**config.mk**
```make
export PLATFORM = sky130hd
export DESIGN_NAME = lobm_ctrl
export DESIGN_NICKNAME = d
export VERILOG_FILES = /design/src/rtl/lobm_pkg.sv /design/src/rtl/lobm_ctrl.sv
export SDC_FILE = /design/constraint.sdc
export NUM_CORES = 1
export LEC_CHECK = 0
export BUFFER_PORTS_ARGS = -buffer_cell sky130_fd_sc_hd__clkbuf_2
export CAP_MARGIN = 0
export CORE_AREA = 2 2 236 238
export DETAILED_ROUTE_END_ITERATION = 8
export DIE_AREA = 0 0 238 240
export SLEW_MARGIN = 25
export SYNTH_ARGS = -nofsm -noshare
export SYNTH_HDL_FRONTEND = slang
export SYNTH_SLANG_ARGS = --single-unit
```
**constraint.sdc**
```tcl
create_clock -name i_clk -period 7.15 [get_ports i_clk]
set_input_delay 0.3575 -clock i_clk [delete_from_list [all_inputs] [get_ports i_clk]]
set_output_delay 0.3575 -clock i_clk [all_outputs]
set_load 0.005 [all_outputs]
```
**src/rtl/lobm_pkg.sv**
```systemverilog
package lobm_pkg;

    localparam int SideDepth = 16;

    typedef enum logic [2:0] {
        K_TRADE     = 3'd0,
        K_EXPIRED   = 3'd1,
        K_CANCELLED = 3'd2,
        K_RESTED    = 3'd3,
        K_CLOSED    = 3'd4,
        K_FULL      = 3'd5,
        K_DONE      = 3'd6
    } t_kind;

    typedef enum logic [1:0] {
        C_ADD    = 2'd0,
        C_CANCEL = 2'd1,
        C_SWEEP  = 2'd2,
        C_RSVD   = 2'd3
    } t_cmd;

    // datapath table operations
    typedef enum logic [2:0] {
        OP_NONE   = 3'd0,
        OP_REMOVE = 3'd1,
        OP_SETQTY = 3'd2,
        OP_INSERT = 3'd3,
        OP_LOAD   = 3'd4
    } t_op;

    typedef struct packed {
        t_op         op;
        logic        side;
        logic [4:0]  idx;
        logic [30:0] qty;
    } t_dp_cmd;

    typedef struct packed {
        logic [31:0] price;
        logic [30:0] qty;
        logic [31:0] id;
        logic [31:0] expiry;
    } t_entry;

endpackage

```
**src/rtl/lobm_ctrl.sv**
```systemverilog
module lobm_ctrl #(
    parameter int DEPTH = lobm_pkg::SideDepth,
    parameter int CW    = $clog2(DEPTH + 1)
) (
    input  logic              i_clk,
    input  logic              i_rst_n,
    input  logic              i_valid,
    output logic              o_stall,
    input  logic [1:0]        i_cmd,
    input  logic              i_side,
    input  logic              i_is_market,
    input  logic [31:0]       i_price,
    input  logic [30:0]       i_quantity,
    input  logic [31:0]       i_order_id,
    input  logic [31:0]       i_expiry_time,
    input  logic [31:0]       i_now_time,
    output logic              o_valid,
    input  logic              i_stall,
    output logic [2:0]        o_kind,
    output logic              o_report_side,
    output logic [31:0]       o_report_id,
    output logic [31:0]       o_maker_id,
    output logic [31:0]       o_report_price,
    output logic [30:0]       o_report_qty,
    output logic              o_last,
    output lobm_pkg::t_dp_cmd o_dp,
    output lobm_pkg::t_entry  o_new,
    output logic              o_rside,
    output logic [CW-1:0]     o_ridx,
    input  lobm_pkg::t_entry  i_rd,
    input  logic [CW-1:0]     i_bid_count,
    input  logic [CW-1:0]     i_ask_count
);
    typedef enum logic [2:0] {
        S_IDLE, S_EXP, S_MATCH, S_POS, S_FINAL, S_CANCEL, S_DONE, S_OUT
    } t_state;

    t_state        r_state, r_ret;
    logic [1:0]    r_cmd;
    logic          r_side, r_mkt;
    logic [31:0]   r_price, r_id, r_exp, r_now;
    logic [30:0]   r_qty;
    logic          r_s;
    logic [CW-1:0] r_i;
    logic          r_ov;
    logic [2:0]    r_kind;
    logic          r_rs, r_last;
    logic [31:0]   r_rid, r_mid, r_rp;
    logic [30:0]   r_rq;
    lobm_pkg::t_dp_cmd r_dp;

    logic [CW-1:0] w_cnt;
    logic          w_cross;
    logic [30:0]   w_tq;
    logic          w_out_free;
    logic          w_emit;
    logic          w_load;

    assign w_cnt      = r_s ? i_ask_count : i_bid_count;
    assign w_cross    = r_mkt || (r_side ? (r_price <= i_rd.price)
                                         : (r_price >= i_rd.price));
    assign w_tq       = (r_qty < i_rd.qty) ? r_qty : i_rd.qty;
    assign w_out_free = !r_ov || !i_stall;

    assign o_stall        = r_state != S_IDLE;
    assign o_valid        = r_ov;
    assign o_kind         = r_kind;
    assign o_report_side  = r_rs;
    assign o_report_id    = r_rid;
    assign o_maker_id     = r_mid;
    assign o_report_price = r_rp;
    assign o_report_qty   = r_rq;
    assign o_last         = r_last;
    assign o_rside        = r_s;
    assign o_ridx         = r_i;
    assign o_new          = '{price: r_price, qty: r_qty, id: r_id, expiry: r_exp};

    // table operation is applied during the settle slot only
    assign o_dp = '{op: (r_state == S_OUT) ? r_dp.op : lobm_pkg::OP_NONE,
                    side: r_dp.side, idx: r_dp.idx, qty: r_dp.qty};

    // current step has a report to load
    always_comb begin
        case (r_state)
            S_EXP:    w_emit = (r_i < w_cnt) && (i_rd.expiry <= r_now);
            S_MATCH:  w_emit = (r_qty != '0) && (r_i < w_cnt) && w_cross
                               && (w_tq != '0);
            S_FINAL:  w_emit = r_mkt || (r_qty == '0)
                               || ((r_side ? i_ask_count : i_bid_count) >= CW'(DEPTH));
            S_POS:    w_emit = (r_i >= w_cnt) || (r_side ? (r_price < i_rd.price)
                                                        : (r_price > i_rd.price));
            S_CANCEL: w_emit = (r_i < w_cnt) && (i_rd.id == r_id);
            S_DONE:   w_emit = 1'b1;
            default:  w_emit = 1'b0;
        endcase
    end

    assign w_load = w_emit && w_out_free;

    // sequencer: one entry per cycle, held on output stalls and settle slots
    always_ff @(posedge i_clk) begin
        if (!i_rst_n) begin
            r_state <= S_IDLE;
            r_ov    <= 1'b0;
            r_ret   <= S_IDLE;
        end else begin
            r_ov <= w_load || (r_ov && i_stall);
            case (r_state)
                S_IDLE: begin
                    if (i_valid) begin
                        r_cmd   <= i_cmd;
                        r_side  <= i_side;
                        r_mkt   <= i_is_market;
                        r_price <= i_price;
                        r_qty   <= i_quantity;
                        r_id    <= i_order_id;
                        r_exp   <= i_expiry_time;
                        r_now   <= i_now_time;
                        r_s     <= 1'b0;
                        r_i     <= '0;
                        r_state <= S_EXP;
                    end
                end
                // a wait slot after each table change lets the shift settle
                S_OUT: begin
                    r_state <= r_ret;
                end
                S_EXP: begin
                    if (r_i >= w_cnt) begin
                        if (r_s) begin
                            r_i <= '0;
                            if (r_cmd == lobm_pkg::C_ADD) begin
                                r_s     <= !r_side;
                                r_state <= S_MATCH;
                            end else if (r_cmd == lobm_pkg::C_CANCEL) begin
                                r_s     <= 1'b0;
                                r_state <= S_CANCEL;
                            end else begin
                                r_state <= S_DONE;
                            end
                        end else begin
                            r_s <= 1'b1;
                            r_i <= '0;
                        end
                    end else if (i_rd.expiry <= r_now) begin
                        if (w_out_free) begin
                            r_kind <= lobm_pkg::K_EXPIRED;
                            r_rs <= r_s; r_rid <= i_rd.id; r_mid <= '0;
                            r_rp <= i_rd.price; r_rq <= i_rd.qty; r_last <= 1'b0;
                            r_dp <= '{op: lobm_pkg::OP_REMOVE, side: r_s,
                                      idx: 5'(r_i), qty: '0};
                            r_ret <= S_EXP; r_state <= S_OUT;
                        end
                    end else begin
                        r_i <= r_i + CW'(1);
                    end
                end
                S_MATCH: begin
                    if (r_qty == '0 || r_i >= w_cnt || !w_cross) begin
                        r_state <= S_FINAL;
                    end else if (w_tq == '0) begin
                        r_i <= r_i + CW'(1);
                    end else if (w_out_free) begin
                        r_kind <= lobm_pkg::K_TRADE;
                        r_rs <= r_side; r_rid <= r_id; r_mid <= i_rd.id;
                        r_rp <= i_rd.price; r_rq <= w_tq; r_last <= 1'b0;
                        r_qty <= r_qty - w_tq;
                        if (i_rd.qty == w_tq) begin
                            r_dp <= '{op: lobm_pkg::OP_REMOVE, side: r_s,
                                      idx: 5'(r_i), qty: '0};
                        end else begin
                            r_dp <= '{op: lobm_pkg::OP_SETQTY, side: r_s,
                                      idx: 5'(r_i), qty: i_rd.qty - w_tq};
                            r_i <= r_i + CW'(1);
                        end
                        r_ret <= S_MATCH; r_state <= S_OUT;
                    end
                end
                S_FINAL: begin
                    r_s <= r_side;
                    r_i <= '0;
                    if (r_mkt || r_qty == '0) begin
                        if (w_out_free) begin
                            r_kind <= lobm_pkg::K_CLOSED;
                            r_rs <= r_side; r_rid <= r_id; r_mid <= '0;
                            r_rp <= r_price; r_rq <= r_qty; r_last <= 1'b0;
                            r_state <= S_DONE;
                        end
                    end else if ((r_side ? i_ask_count : i_bid_count) >= CW'(DEPTH)) begin
                        if (w_out_free) begin
                            r_kind <= lobm_pkg::K_FULL;
                            r_rs <= r_side; r_rid <= r_id; r_mid <= '0;
                            r_rp <= r_price; r_rq <= r_qty; r_last <= 1'b0;
                            r_state <= S_DONE;
                        end
                    end else begin
                        r_state <= S_POS;
                    end
                end
                // scan own side for the insert position
                S_POS: begin
                    if (r_i >= w_cnt || (r_side ? (r_price < i_rd.price)
                                               : (r_price > i_rd.price))) begin
                        if (w_out_free) begin
                            r_kind <= lobm_pkg::K_RESTED;
                            r_rs <= r_side; r_rid <= r_id; r_mid <= '0;
                            r_rp <= r_price; r_rq <= r_qty; r_last <= 1'b0;
                            r_dp <= '{op: lobm_pkg::OP_INSERT, side: r_side,
                                      idx: 5'(r_i), qty: r_qty};
                            r_ret <= S_DONE; r_state <= S_OUT;
                        end
                    end else begin
                        r_i <= r_i + CW'(1);
                    end
                end
                S_CANCEL: begin
                    if (r_i >= w_cnt) begin
                        if (r_s) begin
                            r_state <= S_DONE;
                        end else begin
                            r_s <= 1'b1;
                            r_i <= '0;
                        end
                    end else if (i_rd.id == r_id) begin
                        if (w_out_free) begin
                            r_kind <= lobm_pkg::K_CANCELLED;
                            r_rs <= r_s; r_rid <= i_rd.id; r_mid <= '0;
                            r_rp <= i_rd.price; r_rq <= i_rd.qty; r_last <= 1'b0;
                            r_dp <= '{op: lobm_pkg::OP_REMOVE, side: r_s,
                                      idx: 5'(r_i), qty: '0};
                            r_ret <= S_CANCEL; r_state <= S_OUT;
                        end
                    end else begin
                        r_i <= r_i + CW'(1);
                    end
                end
                S_DONE: begin
                    if (w_out_free) begin
                        r_kind <= lobm_pkg::K_DONE;
                        r_rs <= 1'b0; r_rid <= '0; r_mid <= '0;
                        r_rp <= '0; r_rq <= '0; r_last <= 1'b1;
                        r_state <= S_IDLE;
                    end
                end
                default: begin
                    r_state <= S_IDLE;
                end
            endcase
        end
    end
endmodule
```
==> impl_metrics.json <==
{
  "dp_hpwl_um": 58200,
  "hp-start": "i_expiry_time[31]",
  "die_y_um": 240,
  "r2r-start": "r_qty[4]$_DFFE_PP_",
  "timing.final.crit_share_pct": 91.53,
  "setup_viol": 0,
  "core-area_um2": 54660,
  "cp_cell_sequence": "ha_1 -> a21oi_1 -> o21ai_0 -> a21oi_1 -> o21bai_1 -> a21oi_4 -> buf_12 -> nor2_1 -> a21oi_1 -> ha_1 -> nand4_1 -> or3_1 -> nor3_1 -> nand2_1 -> a21oi_1 -> nor2_1 -> inv_1 -> buf_4 -> o21ai_0",
  "rsz0062_at_grt": "false",
  "critPathMaxStageDelay_ps": 720,
  "crit_slowest_cell": "edfxtp_1",
  "start_util_pct": 36.79,
  "p_sw_w": 0.003936,
  "place.gp.congestion": 0.9625,
  "rows": 86,
  "fin_nets": 2973,
  "worstMarginPinSlew_ps": 1059,
  "min_to": "r_exp[31]$_DFFE_PP_",
  "drv_slew": 0,
  "vias_per_cell": 5.448,
  "arrival_ps": 6860,
  "power_frac_comb_pct": 42.8,
  "synth_top_area_share_pct": 50.77,
  "antenna_found_initial": 9,
  "root_buffer": "clkbuf_16",
  "drive_gt1_share_pct": 29.56,
  "clock-sinks": 347,
  "drc": 0,
  "crit_path_end_kind": "register",
  "rrSetupSlack_ps": 610,
  "netlist_area_um2": 20110,
  "power.density_nw_per_um2": 375.9,
  "via_count": 17750,
  "routed_wirelength_um": 75960,
  "yosysSeqAreaShare_pct": 51.47,
  "synth_ff_type": "edfxtp_1",
  "dpl-instance-area_um2": 23710,
  "gr-usage-all-layers_pct": 25.62,
  "first_pass_iters": 6,
  "whs_path_depth": 1,
  "synth_seq_cells": 347,
  "rr_worst_depth": 19,
  "internal-power_w": 0.006034,
  "ys_top_cells_by_area": "edfxtp_1 (51%), ha_1 (9.6%), a22o_1 (4.4%)",
  "p_clk_share_pct": 23.3,
  "clk_latency_ps": 590,
  "hold_class": "in -> reg",
  "leakage_nw": 11.79,
  "startpoint_type": "register",
  "synthesis.nets": 2284,
  "clk_pin_slew_ps": 50,
  "ir_worst_vdd_mv": 0.2100,
  "switching_share_pct": 39.48,
  "htree_levels": 2,
  "cp_num_buf_inv": 3,
  "yosysWarnings": 0,
  "clockBufferDepth": 3,
  "crit_family": "compound AO/OA/AOI/OAI gates",
  "period_minus_slack_ps": 6544,
  "cpMostUsedCell": "a21oi_1",
  "io_buffer_count": 609,
  "grt_max_degree": 71,
  "yosysTopAreaCell": "edfxtp_1",
  "drt_iter0_drc": 1549,
  "die_x_um": 238,
  "utilization_pct": 48.52,
  "crit_required_ps": 7470,
  "worstPathMaxFanout": 34,
  "max-slew-margin-rel_pct": 29.40,
  "grt_pass1_wl_um": 109300,
  "synthDistinctLibCells": 87,
  "grt_pass1_vias": 17460,
  "postSynthAreaPerCell_um2": 11.02,
  "async_flop_share_pct": 0,
  "io_pins": 611,
  "fin_skew_ps": 15.10,
  "cts_tree": "built",
  "r2r-end": "o_dp[17]$_DFFE_PP_",
  "synthCells": 1824,
  "grt_overflow": 0,
  "synth_edf_count": 340,
  "antenna_left": 0,
  "hold_violations": 0,
  "status": "finished, final reports clean",
  "nFillCells": 5032,
  "cts-buffers-inserted": 42,
  "synthToLayoutAreaGrowth_pct": 31.90,
  "dieArea_um2": 57120,
  "design_area_um2": 26520,
  "final_common_cell": "clkbuf_2",
  "drv_cap": 0,
  "fmax_ghz": 0.1528,
  "path_class": "reg -> reg",
  "pwr-share-seq_pct": 33.9,
  "fin_tns_setup_ps": 0,
  "drt-wirelength-per-cell_um": 23.31,
  "most-common-layout-cells": "clkbuf_2 (609), edfxtp_1 (340), ha_1 (154)"
}
[logic make-up after synthesis]
logic type,synth area share [%]
compound gates,17.43
xor+xnor,3.876
fa+ha+maj,9.781
buf+inv,5.382
flops,51.47
mux,0.7840
other cells,0.01865
simple gates,11.26
[flip-flops by register name, summed over array words and instances, names as in the netlist, 5 cells and up]
signal,count
o_maker_id,32
r_qty,31
r_exp,32
r_now,32
o_report_price,32
o_report_id,32
r_price,32
o_dp,37
o_ridx,5
o_report_qty,31
r_id,32
[cells in the mapped netlist, drive strengths merged, types with 46 or more instances]
cell type	n
a22o	100
edfxtp	340
a21oi	130
o21ai	134
nor2	89
ha	154
xnor2	63
clkbuf	72
inv	121
a21o	62
nand2	147
buf	46
[metal layers]
metal | track usage [%] | vias up | wire, µm
met5 | 0 | - | 12
met4 | 10.15 | 2 | 2951
met3 | 7.210 | 156 | 6749
met2 | 40.14 | 860 | 34910
met1 | 33.56 | 8539 | 31340
li1 | - | 8197 | -
[cell type report]
type                       count  area, µm²  area share, %
sequential                   347      10350          39.03
multi-input combinational   1238       8796          33.16
timing repair buffer         763       4544          17.13
clock buffer                  47       1070          4.033
tap                          704      880.8          3.321
inverter                     121      454.2          1.712
clock inverter                31      407.9          1.538
antenna                        8      20.02        0.07548
[power groups by stage]
stage,combinational (W),clock [W],sequential (W)
final,0.00427,0.00233,0.00338
after global routing,0.00466,0.00243,0.00343
after CTS,0.00422,0.00237,0.00337
after detailed placement,0.00414,0,0.00340
after global placement,0.00413,0,0.00339
after floorplan,0.00255,0,0.00337
[worst reg2reg max path, stage by stage (launching register included)]
cell	delay, ps
edfxtp_1	720
ha_1	360
a21oi_1	160
o21ai_0	100
a21oi_1	300
o21bai_1	350
a21oi_4	560
buf_12	260
nor2_1	60
a21oi_1	280
ha_1	340
nand4_1	170
or3_1	430
nor3_1	430
nand2_1	190
a21oi_1	260
nor2_1	260
inv_1	560
buf_4	330
o21ai_0	150
[worst max path at each step]
stage,from,end,slack [ps],cells past startpoint
floorplan,r_price[25]$_DFFE_PP_,o_report_id[0]$_DFFE_PP_,650,12
global placement,r_qty[4]$_DFFE_PP_,o_dp[17]$_DFFE_PP_,490,19
detailed placement,r_qty[4]$_DFFE_PP_,o_dp[17]$_DFFE_PP_,550,19
CTS,r_qty[4]$_DFFE_PP_,o_dp[17]$_DFFE_PP_,520,19
global route,r_qty[4]$_DFFE_PP_,o_dp[17]$_DFFE_PP_,200,19
finish,r_qty[4]$_DFFE_PP_,o_dp[17]$_DFFE_PP_,610,19
[metrics by stage]
stage	cells	worst slack, ps	hold slack (ps)	total power [W]
5_1_grt	3254	204.1	1.210	0.01052
3_3_place_gp	3041	490.8	443.6	0.007514
3_5_place_dp	3041	550.0	453.2	0.007544
4_1_cts	3250	515.7	3.598	0.009954
6_report	3259	605.6	22.31	0.009971
2_1_floorplan	1824	654.3	431.6	0.005917
[repair_timing]
item,CTS,global route
hold endpoints to repair,131,0
setup endpoints to repair,0,2
setup buffers,0,0
resized for setup,0,0
hold buffers,131,0
No activity file was read; power rests on OpenSTA's default activity.
